## src/rtl/sarf_pkg.sv

```systemverilog
// Shared types and constants of the sender allowlist rate filter.
`default_nettype none
package sarf_pkg;

    localparam int DATA_W     = 32;
    localparam int IN_TDATA_W = 64;
    localparam int IN_TUSER_W = 3;
    localparam int OUT_TDATA_W = 8;

    // Command codes
    localparam logic [1:0] CMD_CHECK  = 2'd0;
    localparam logic [1:0] CMD_ADD    = 2'd1;
    localparam logic [1:0] CMD_REVOKE = 2'd2;

    // Result status codes
    localparam logic [1:0] ST_OK     = 2'd0;
    localparam logic [1:0] ST_DENIED = 2'd1;
    localparam logic [1:0] ST_RATE   = 2'd2;
    localparam logic [1:0] ST_FULL   = 2'd3;

    // Result of the shared compare/subtract unit
    typedef struct packed {
        logic              eq;
        logic              lt;
        logic [DATA_W-1:0] diff;
    } alu_res_t;

endpackage
`default_nettype wire

```

## src/rtl/sarf_alu.sv

```systemverilog
// Shared compare and subtract unit: equality, unsigned less-than, difference.
`default_nettype none
module sarf_alu (
    input  wire logic [sarf_pkg::DATA_W-1:0] a,
    input  wire logic [sarf_pkg::DATA_W-1:0] b,
    output sarf_pkg::alu_res_t               res
);

    logic [sarf_pkg::DATA_W:0] sub;

    // One subtractor gives both the wrapped difference and the borrow.
    assign sub      = {1'b0, a} - {1'b0, b};
    assign res.diff = sub[sarf_pkg::DATA_W-1:0];
    assign res.lt   = sub[sarf_pkg::DATA_W];
    assign res.eq   = (a == b);

endmodule
`default_nettype wire

```

## src/rtl/sarf_table.sv

```systemverilog
// Small table memory with per-entry valid bits and a registered read port.
`default_nettype none
module sarf_table #(
    parameter int DEPTH = 8
) (
    input  wire logic                                          aclk,
    input  wire logic                                          aresetn,
    input  wire logic                                          wr_en,
    input  wire logic [((DEPTH > 1) ? $clog2(DEPTH) : 1)-1:0]  wr_idx,
    input  wire logic [sarf_pkg::DATA_W-1:0]                   wr_data,
    input  wire logic                                          rd_en,
    input  wire logic [((DEPTH > 1) ? $clog2(DEPTH) : 1)-1:0]  rd_idx,
    output logic      [sarf_pkg::DATA_W-1:0]                   rd_data
);

    logic [sarf_pkg::DATA_W-1:0] mem [DEPTH];
    logic [DEPTH-1:0]            valid_reg;
    logic [sarf_pkg::DATA_W-1:0] rd_data_reg;

    // An entry never written reads as zero.
    always_ff @(posedge aclk) begin
        if (!aresetn) begin
            valid_reg <= '0;
        end else if (wr_en) begin
            valid_reg[wr_idx] <= 1'b1;
        end
    end

    always_ff @(posedge aclk) begin
        if (wr_en) begin
            mem[wr_idx] <= wr_data;
        end
        if (rd_en) begin
            rd_data_reg <= valid_reg[rd_idx] ? mem[rd_idx] : '0;
        end
    end

    assign rd_data = rd_data_reg;

endmodule
`default_nettype wire

```

## src/rtl/sender_allowlist_rate_filter_core.sv

```systemverilog
// Top level of the sender allowlist rate filter: sequencer, tables and result register.
//
//  Channel   Dir  Handshake          Payload
//  s_*       in   s_tvalid/s_tready  tdata: node_id, now_ms; tuser: cmd, is_new_report
//  m_*       out  m_tvalid/m_tready  tdata: ok, status (zero padded to 8 bits)
//  cfg_*     in   cfg_we             cfg_wdata: min_interval_ms
//
// One beat at a time: accept, a scan of the allowlist unless the id is zero or the command
// is unused, then for a new report of a listed sender on a check a scan of the rate ids and
// either a scan for the oldest time or a read, subtract and compare to check the elapsed
// time, then posting of the result, with one table entry read per cycle in each scan.
// Reset is synchronous, active low, and empties all tables; no clearing pass.
// A waiting result does not block accept; a finished beat holds until m_tready.
`default_nettype none
module sender_allowlist_rate_filter_core #(
    parameter int ALLOW_DEPTH = 8,
    parameter int RATE_DEPTH  = 8
) (
    input  wire logic                                aclk,
    input  wire logic                                aresetn,
    // input beats
    input  wire logic                                s_tvalid,
    output logic                                     s_tready,
    input  wire logic [sarf_pkg::IN_TDATA_W-1:0]     s_tdata,  // [31:0] node_id, [63:32] now_ms
    input  wire logic [sarf_pkg::IN_TUSER_W-1:0]     s_tuser,  // [1:0] cmd, [2] is_new_report
    // result beats
    output logic                                     m_tvalid,
    input  wire logic                                m_tready,
    output logic      [sarf_pkg::OUT_TDATA_W-1:0]    m_tdata,  // [0] ok, [2:1] status, [7:3] zero
    // configuration
    input  wire logic                                cfg_we,
    input  wire logic [sarf_pkg::DATA_W-1:0]         cfg_wdata // min_interval_ms
);

    localparam int AIW  = (ALLOW_DEPTH > 1) ? $clog2(ALLOW_DEPTH) : 1;
    localparam int RIW  = (RATE_DEPTH > 1) ? $clog2(RATE_DEPTH) : 1;
    localparam int MAXD = (ALLOW_DEPTH > RATE_DEPTH) ? ALLOW_DEPTH : RATE_DEPTH;
    localparam int MIW  = (MAXD > 1) ? $clog2(MAXD) : 1;
    localparam int SCW  = $clog2(MAXD + 1);
    localparam int DW   = sarf_pkg::DATA_W;

    localparam logic [DW-1:0] INTERVAL_RESET = 32'd60000;

    // Sequencer states
    localparam logic [2:0] S_IDLE     = 3'd0;
    localparam logic [2:0] S_ASCAN    = 3'd1;
    localparam logic [2:0] S_RSCAN_ID = 3'd2;
    localparam logic [2:0] S_RSCAN_TM = 3'd3;
    localparam logic [2:0] S_RREAD    = 3'd4;
    localparam logic [2:0] S_RSUB     = 3'd5;
    localparam logic [2:0] S_RCMP     = 3'd6;
    localparam logic [2:0] S_FINISH   = 3'd7;

    // Control registers
    logic [2:0]     state_reg, state_next;
    logic [SCW-1:0] cnt_reg, cnt_next;
    logic           pvld_reg, pvld_next;
    logic           found_reg, found_next;
    logic           empty_found_reg, empty_found_next;
    logic           m_tvalid_reg, m_tvalid_next;
    logic [DW-1:0]  interval_reg;

    // Payload registers
    logic [1:0]     cmd_reg, cmd_next;
    logic [DW-1:0]  id_reg, id_next;
    logic           fresh_reg, fresh_next;
    logic [DW-1:0]  now_reg, now_next;
    logic [MIW-1:0] pidx_reg, pidx_next;
    logic [MIW-1:0] found_idx_reg, found_idx_next;
    logic [AIW-1:0] empty_idx_reg, empty_idx_next;
    logic [DW-1:0]  least_reg, least_next;
    logic [RIW-1:0] pick_reg, pick_next;
    logic [DW-1:0]  diff_reg, diff_next;
    logic [1:0]     res_status_reg, res_status_next;
    logic [1:0]     m_status_reg, m_status_next;
    logic           m_ok_reg, m_ok_next;

    // Table ports
    logic           al_wr_en, al_rd_en;
    logic [AIW-1:0] al_wr_idx, al_rd_idx;
    logic [DW-1:0]  al_wr_data, al_rd_data;
    logic           ri_wr_en, ri_rd_en;
    logic [RIW-1:0] ri_wr_idx, ri_rd_idx;
    logic [DW-1:0]  ri_wr_data, ri_rd_data;
    logic           rt_wr_en, rt_rd_en;
    logic [RIW-1:0] rt_wr_idx, rt_rd_idx;
    logic [DW-1:0]  rt_wr_data, rt_rd_data;

    // Shared unit
    logic [DW-1:0]       alu_a, alu_b;
    sarf_pkg::alu_res_t  alu_res;

    logic [1:0] in_cmd;
    logic [DW-1:0] in_id;

    assign in_cmd = s_tuser[1:0];
    assign in_id  = s_tdata[DW-1:0];

    sarf_table #(.DEPTH(ALLOW_DEPTH)) u_allow (
        .aclk    (aclk),
        .aresetn (aresetn),
        .wr_en   (al_wr_en),
        .wr_idx  (al_wr_idx),
        .wr_data (al_wr_data),
        .rd_en   (al_rd_en),
        .rd_idx  (al_rd_idx),
        .rd_data (al_rd_data)
    );

    sarf_table #(.DEPTH(RATE_DEPTH)) u_rate_ids (
        .aclk    (aclk),
        .aresetn (aresetn),
        .wr_en   (ri_wr_en),
        .wr_idx  (ri_wr_idx),
        .wr_data (ri_wr_data),
        .rd_en   (ri_rd_en),
        .rd_idx  (ri_rd_idx),
        .rd_data (ri_rd_data)
    );

    sarf_table #(.DEPTH(RATE_DEPTH)) u_rate_times (
        .aclk    (aclk),
        .aresetn (aresetn),
        .wr_en   (rt_wr_en),
        .wr_idx  (rt_wr_idx),
        .wr_data (rt_wr_data),
        .rd_en   (rt_rd_en),
        .rd_idx  (rt_rd_idx),
        .rd_data (rt_rd_data)
    );

    sarf_alu u_alu (
        .a   (alu_a),
        .b   (alu_b),
        .res (alu_res)
    );

    assign s_tready = (state_reg == S_IDLE);
    assign m_tvalid = m_tvalid_reg;
    assign m_tdata  = {{(sarf_pkg::OUT_TDATA_W-3){1'b0}}, m_status_reg, m_ok_reg};

    always_comb begin
        state_next       = state_reg;
        cnt_next         = cnt_reg;
        pvld_next        = pvld_reg;
        found_next       = found_reg;
        empty_found_next = empty_found_reg;
        cmd_next         = cmd_reg;
        id_next          = id_reg;
        fresh_next       = fresh_reg;
        now_next         = now_reg;
        pidx_next        = pidx_reg;
        found_idx_next   = found_idx_reg;
        empty_idx_next   = empty_idx_reg;
        least_next       = least_reg;
        pick_next        = pick_reg;
        diff_next        = diff_reg;
        res_status_next  = res_status_reg;
        m_status_next    = m_status_reg;
        m_ok_next        = m_ok_reg;
        // drop the result beat once taken
        m_tvalid_next    = m_tvalid_reg && !m_tready;

        al_wr_en   = 1'b0;
        al_wr_idx  = empty_idx_reg;
        al_wr_data = id_reg;
        al_rd_en   = 1'b0;
        al_rd_idx  = cnt_reg[AIW-1:0];
        ri_wr_en   = 1'b0;
        ri_wr_idx  = pick_reg;
        ri_wr_data = id_reg;
        ri_rd_en   = 1'b0;
        ri_rd_idx  = cnt_reg[RIW-1:0];
        rt_wr_en   = 1'b0;
        rt_wr_idx  = pick_reg;
        rt_wr_data = now_reg;
        rt_rd_en   = 1'b0;
        rt_rd_idx  = cnt_reg[RIW-1:0];

        alu_a = al_rd_data;
        alu_b = id_reg;

        case (state_reg)
            S_IDLE: begin
                if (s_tvalid) begin
                    cmd_next         = in_cmd;
                    id_next          = in_id;
                    fresh_next       = s_tuser[2];
                    now_next         = s_tdata[2*DW-1:DW];
                    cnt_next         = '0;
                    pvld_next        = 1'b0;
                    found_next       = 1'b0;
                    empty_found_next = 1'b0;
                    // reserved id and unused command go straight to a deny
                    if (in_id == '0 ||
                        (in_cmd != sarf_pkg::CMD_CHECK && in_cmd != sarf_pkg::CMD_ADD &&
                         in_cmd != sarf_pkg::CMD_REVOKE)) begin
                        res_status_next = sarf_pkg::ST_DENIED;
                        state_next      = S_FINISH;
                    end else begin
                        state_next = S_ASCAN;
                    end
                end
            end

            S_ASCAN: begin
                // issue one read per cycle, compare the entry from the previous read once it is registered
                if (cnt_reg < SCW'(ALLOW_DEPTH)) begin
                    al_rd_en  = 1'b1;
                    cnt_next  = cnt_reg + 1'b1;
                    pvld_next = 1'b1;
                    pidx_next = cnt_reg[MIW-1:0];
                end else begin
                    pvld_next = 1'b0;
                end
                if (pvld_reg) begin
                    if (alu_res.eq && !found_reg) begin
                        found_next     = 1'b1;
                        found_idx_next = pidx_reg;
                    end
                    if (al_rd_data == '0 && !empty_found_reg) begin
                        empty_found_next = 1'b1;
                        empty_idx_next   = pidx_reg[AIW-1:0];
                    end
                end
                if (!(cnt_reg < SCW'(ALLOW_DEPTH)) && !pvld_reg) begin
                    state_next = S_FINISH;
                    case (cmd_reg)
                        sarf_pkg::CMD_CHECK: begin
                            if (!found_reg) begin
                                res_status_next = sarf_pkg::ST_DENIED;
                            end else if (!fresh_reg) begin
                                res_status_next = sarf_pkg::ST_OK;
                            end else begin
                                state_next = S_RSCAN_ID;
                                cnt_next   = '0;
                                found_next = 1'b0;
                            end
                        end
                        sarf_pkg::CMD_ADD: begin
                            if (found_reg) begin
                                res_status_next = sarf_pkg::ST_OK;
                            end else if (empty_found_reg) begin
                                al_wr_en        = 1'b1;
                                res_status_next = sarf_pkg::ST_OK;
                            end else begin
                                res_status_next = sarf_pkg::ST_FULL;
                            end
                        end
                        sarf_pkg::CMD_REVOKE: begin
                            if (found_reg) begin
                                al_wr_en        = 1'b1;
                                al_wr_idx       = found_idx_reg[AIW-1:0];
                                al_wr_data      = '0;
                                res_status_next = sarf_pkg::ST_OK;
                            end else begin
                                res_status_next = sarf_pkg::ST_DENIED;
                            end
                        end
                        default: begin
                            res_status_next = sarf_pkg::ST_DENIED;
                        end
                    endcase
                end
            end

            S_RSCAN_ID: begin
                alu_a = ri_rd_data;
                if (cnt_reg < SCW'(RATE_DEPTH)) begin
                    ri_rd_en  = 1'b1;
                    cnt_next  = cnt_reg + 1'b1;
                    pvld_next = 1'b1;
                    pidx_next = cnt_reg[MIW-1:0];
                end else begin
                    pvld_next = 1'b0;
                end
                if (pvld_reg && alu_res.eq && !found_reg) begin
                    found_next     = 1'b1;
                    found_idx_next = pidx_reg;
                end
                if (!(cnt_reg < SCW'(RATE_DEPTH)) && !pvld_reg) begin
                    if (found_reg) begin
                        state_next = S_RREAD;
                    end else begin
                        state_next = S_RSCAN_TM;
                        cnt_next   = '0;
                        least_next = '1;
                        pick_next  = '0;
                    end
                end
            end

            S_RSCAN_TM: begin
                // keep the first slot with the strictly smallest time
                alu_a = rt_rd_data;
                alu_b = least_reg;
                if (cnt_reg < SCW'(RATE_DEPTH)) begin
                    rt_rd_en  = 1'b1;
                    cnt_next  = cnt_reg + 1'b1;
                    pvld_next = 1'b1;
                    pidx_next = cnt_reg[MIW-1:0];
                end else begin
                    pvld_next = 1'b0;
                end
                if (pvld_reg && alu_res.lt) begin
                    least_next = rt_rd_data;
                    pick_next  = pidx_reg[RIW-1:0];
                end
                if (!(cnt_reg < SCW'(RATE_DEPTH)) && !pvld_reg) begin
                    // evicted slot is treated as never accepted, so the report is taken and its time stored
                    ri_wr_en        = 1'b1;
                    rt_wr_en        = 1'b1;
                    res_status_next = sarf_pkg::ST_OK;
                    state_next      = S_FINISH;
                end
            end

            S_RREAD: begin
                rt_rd_en   = 1'b1;
                rt_rd_idx  = found_idx_reg[RIW-1:0];
                state_next = S_RSUB;
            end

            S_RSUB: begin
                alu_a = now_reg;
                alu_b = rt_rd_data;
                if (rt_rd_data == '0) begin
                    rt_wr_en        = 1'b1;
                    rt_wr_idx       = found_idx_reg[RIW-1:0];
                    res_status_next = sarf_pkg::ST_OK;
                    state_next      = S_FINISH;
                end else begin
                    diff_next  = alu_res.diff;
                    state_next = S_RCMP;
                end
            end

            S_RCMP: begin
                alu_a      = diff_reg;
                alu_b      = interval_reg;
                state_next = S_FINISH;
                if (alu_res.lt) begin
                    res_status_next = sarf_pkg::ST_RATE;
                end else begin
                    rt_wr_en        = 1'b1;
                    rt_wr_idx       = found_idx_reg[RIW-1:0];
                    res_status_next = sarf_pkg::ST_OK;
                end
            end

            S_FINISH: begin
                // hold until the result register is free
                if (!m_tvalid_reg || m_tready) begin
                    m_tvalid_next = 1'b1;
                    m_status_next = res_status_reg;
                    m_ok_next     = (res_status_reg == sarf_pkg::ST_OK);
                    state_next    = S_IDLE;
                end
            end

            default: begin
                state_next = S_IDLE;
            end
        endcase
    end

    always_ff @(posedge aclk) begin
        if (!aresetn) begin
            state_reg       <= S_IDLE;
            cnt_reg         <= '0;
            pvld_reg        <= 1'b0;
            found_reg       <= 1'b0;
            empty_found_reg <= 1'b0;
            m_tvalid_reg    <= 1'b0;
            interval_reg    <= INTERVAL_RESET;
        end else begin
            state_reg       <= state_next;
            cnt_reg         <= cnt_next;
            pvld_reg        <= pvld_next;
            found_reg       <= found_next;
            empty_found_reg <= empty_found_next;
            m_tvalid_reg    <= m_tvalid_next;
            if (cfg_we) begin
                interval_reg <= cfg_wdata;
            end
        end
    end

    always_ff @(posedge aclk) begin
        cmd_reg        <= cmd_next;
        id_reg         <= id_next;
        fresh_reg      <= fresh_next;
        now_reg        <= now_next;
        pidx_reg       <= pidx_next;
        found_idx_reg  <= found_idx_next;
        empty_idx_reg  <= empty_idx_next;
        least_reg      <= least_next;
        pick_reg       <= pick_next;
        diff_reg       <= diff_next;
        res_status_reg <= res_status_next;
        m_status_reg   <= m_status_next;
        m_ok_reg       <= m_ok_next;
    end

endmodule
`default_nettype wire

```

## config.mk

```make
export PLATFORM = sky130hd
export DESIGN_NAME = sender_allowlist_rate_filter_core
export DESIGN_NICKNAME = d
export VERILOG_FILES = /design/src/rtl/sarf_pkg.sv /design/src/rtl/sarf_alu.sv /design/src/rtl/sarf_table.sv /design/src/rtl/sender_allowlist_rate_filter_core.sv
export SDC_FILE = /design/constraint.sdc
export NUM_CORES = 1
export LEC_CHECK = 0
export CORE_ASPECT_RATIO = 0.75
export CORE_MARGIN = 5
export CORE_UTILIZATION = 46
export CTS_CLUSTER_SIZE = 30
export DETAILED_ROUTE_END_ITERATION = 16
export DONT_BUFFER_PORTS = 1
export GPL_ROUTABILITY_DRIVEN = 0
export SLEW_MARGIN = 20
export SYNTH_ARGS = -nofsm -noshare
export SYNTH_HDL_FRONTEND = slang
export SYNTH_SLANG_ARGS = --single-unit
```

## constraint.sdc

```tcl
create_clock -name aclk -period 12.3 [get_ports aclk]
set_input_delay 3.075 -clock aclk [delete_from_list [all_inputs] [get_ports aclk]]
set_output_delay 3.075 -clock aclk [all_outputs]
set_load 0.1 [all_outputs]
```

==> metrics <==
core footprint=0.09503 mm2; Worst EP arrival=around 6700 ps; Synth top area share=69.21%; share of cells above drive strength 1=17.68%; vias=24460; gr usage total=between 20% and 30%; most frequent cells in the layout=1012 x edfxtp_1, 198 x mux4_2, 149 x nor2_1; CTS Buf Count=approximately 100; Die Y=277.6 um; overall overflow remaining after global route=0; clk sinks=1079; vias in the first global route=24090; wire per inst=approximately 30 um; Routed Wire Length=116300 um; first-pass GRT wire length=168300 um; largest net degree at the start of global routing=117; Critical Path RT=12740 ps; synthesized area=between 0.04 and 0.05 mm2; Hold Path Class=flip-flop to flip-flop; Die W=366.8 um; average cell area after synthesis=17.29 um2; IO Pins=114; drt pass-1 iters=10; Crit. End Element=flip-flop; Initial DRC Count=between 3000 and 4000; final period utilization=51.04%; worst-path cell chain=buf_4, inv_2, nand2_1, o221ai_1, o21a_1, o21ai_0, ha_1, inv_1, fa_1, a211oi_1, o21bai_1, o211ai_1, a21oi_1, a21oi_2, o21ai_0, a21oi_2, buf_4, o21bai_4, buf_16; Post-Route Skew=23.14 ps; Worst-Margin Slew=1160 ps; Starting Density=46.21%; Slew Viols, Final=0; endpoints failing setup=0; PwrDens=236.8 mW/mm2; area grow syn2layout=11.76%; CTS root buf=clkbuf_16; Regs by FF count=u_allow.mem: 256 flops, u_rate_ids.mem: 256 flops, u_rate_times.mem: 256 flops; Worst setup SP type=flip-flop; CTS Hold Bufs=0; crit path capture=u_rate_times.mem[1][22]$_DFFE_PP_; clock latency on the worst-skew pair=700 ps; leak pwr=0.01529 uW; Crit. Startpoint=state_reg[2]$_SDFFE_PN0P_; fin cells=3888; cts repair resizes=0; outcome=finished, final reports clean; Final Hold Viols=0; library cells used by synthesis=68; max-cap violations=0; Yosys top cell by area=edfxtp_1; CTS tree=done; initial antenna violation count=9; DP Wirelength=72940 um; Placement Setup Slack=6279 ps; synth top area cells=edfxtp_1 69%, mux4_2 10%, dfxtp_1 3.1%; vias per inst=6.290; post-route setup TNS=0 ps; register area share after synthesis=72.26%; Worst path max stage delay=780 ps; clock buffer depth=3; # port buffers=0; most common cell after layout, fill and taps aside=edfxtp_1; cell depth of the worst flop-to-flop path=19; r2r setup slk=6020 ps; RR Endpoint=u_rate_times.mem[1][22]$_DFFE_PP_; RSZ-0062 raised after global routing=false; f_max=about 160 MHz; post-layout min period=6278 ps; final worst slack=6022 ps; synth warn=0; Antenna Violating Nets Remaining=0; Placed Cells=3696; DRC=0; Mapped Cells=2540; number of synthesized flops with an enable pin=~1000; H-Tree Depth=3; nets=between 2000 and 3000; Slew Limit Headroom=22.02%; r2r startpoint=state_reg[2]$_SDFFE_PN0P_; FF+latch count, synth=1079; worst setup path class=flip-flop to flip-flop; Core Rows=98; post-CTS setup buffers=0; Worst-path clk slew=70 ps; Synth Flop Type=edfxtp_1; Slowest-stage cell, CP=dfxtp_2; async set or reset register ratio after synthesis=0%; die area=0.1018 mm2; critical path fanouts, max=41; maximum VDD drop=166.4 uV
==> report_power, final <==
group	leakage, uW	switching [uW]	internal (uW)
combinational	0.00396	2100	1440
sequential	0.00972	399	4580
clock	0.00160	1370	1740
total	0.0153	3870	7760
==> through the flow <==
step,total power [uW],util [%],hold WS [ps],cell area [um2]
2_1_floorplan,7461,-,406.4,43930
3_3_place_gp,8452,48.07,441.5,45680
3_5_place_dp,8507,48.19,449.7,45790
4_1_cts,11620,51.64,465.6,49070
5_1_grt,12150,51.64,485.3,49070
6_report,11620,51.64,464.9,49070
==> metal layers <==
metal | track usage [%] | vias to the layer above | share of wire (%) | wire (um)
li1 | - | 10290 | - | -
met1 | 34.28 | 12690 | 44 | 50780
met2 | 33.07 | 1253 | 44 | 51030
met3 | 5.701 | 217 | 10 | 11650
met4 | 5.290 | 2 | 2.5 | 2861
met5 | 0 | - | 0.015 | 18
==> synthesized netlist by cell type (4+ instances only) <==
cell type  count
a221oi_1      16
mux2i_1      103
nand2b_1      13
buf_1         22
mux4_2       198
a21boi_0       4
edfxtp_1    1012
and2_1         7
o21ai_0       59
buf_4          7
or2_2          5
inv_1         14
nor3_1        22
a22o_1         5
nand3_1       14
a21o_1        29
nor2b_1       66
xnor2_1       14
a22oi_1       94
o22ai_1       21
nor4_1        25
nand2_1      111
a21oi_1       78
dfxtp_1       67
o21a_1        21
ha_1          37
or3_1         37
o41ai_1        4
a211oi_1       6
clkbuf_1     107
or4_1          4
o221ai_1      17
o31ai_1        6
nor2_1       167
xor2_1        11
buf_2         21
a31oi_1       38
nand4_1       12
==> worst min-delay path by stage <==
stage	start	endpoint	slack, ps	cells past startpoint
3_3_place_gp	u_rate_ids.valid_reg[6]$_SDFFE_PN0P_	u_rate_ids.valid_reg[6]$_SDFFE_PN0P_	440	1
6_report	u_rate_ids.valid_reg[6]$_SDFFE_PN0P_	u_rate_ids.valid_reg[6]$_SDFFE_PN0P_	460	1
5_1_grt	u_allow.valid_reg[6]$_SDFFE_PN0P_	u_allow.valid_reg[6]$_SDFFE_PN0P_	490	1
2_1_floorplan	cnt_reg[2]$_SDFFE_PN0P_	pidx_reg[2]$_DFFE_PP_	410	0
4_1_cts	u_rate_ids.valid_reg[6]$_SDFFE_PN0P_	u_rate_ids.valid_reg[6]$_SDFFE_PN0P_	470	1
3_5_place_dp	u_rate_ids.valid_reg[6]$_SDFFE_PN0P_	u_rate_ids.valid_reg[6]$_SDFFE_PN0P_	450	1
==> critical path: cells and delay by family, from the launching register on <==
family / cells / cell delay (ps)
AOI/OAI and AO/OA: 11 / 2440
buffers and inverters: 5 / 1470
DFF: 1 / 780
adders and majority gates: 2 / 700
and+or+nand+nor: 1 / 570
==> logic make-up (layout without fill, tap and decap cells) <==
family          after synthesis  in the layout  synth area share [%]
compound gates              429            429                 6.588
xor+xnor                     25             25                0.4986
fa+ha+maj                    38             38                 1.100
buf+inv                     172            264                 1.590
flops                      1079           1079                 72.26
mux                         302            302                 12.53
other cells                   1              7              0.008540
simple gates                494            494                 5.425
==> cell type report <==
type | instances | area (um2)
well taps | 1250 | 1564
inverters | 15 | 56.30
clock buffers | 128 | 2711
repair buffers | 59 | 563.0
fillers | 7611 | 45950
clock inverters | 62 | 565.5
flip-flops and latches | 1079 | 31750
multi-input cells | 1293 | 11860
diodes | 2 | 5.005
Note: power is estimated with default switching activity, not from simulation.
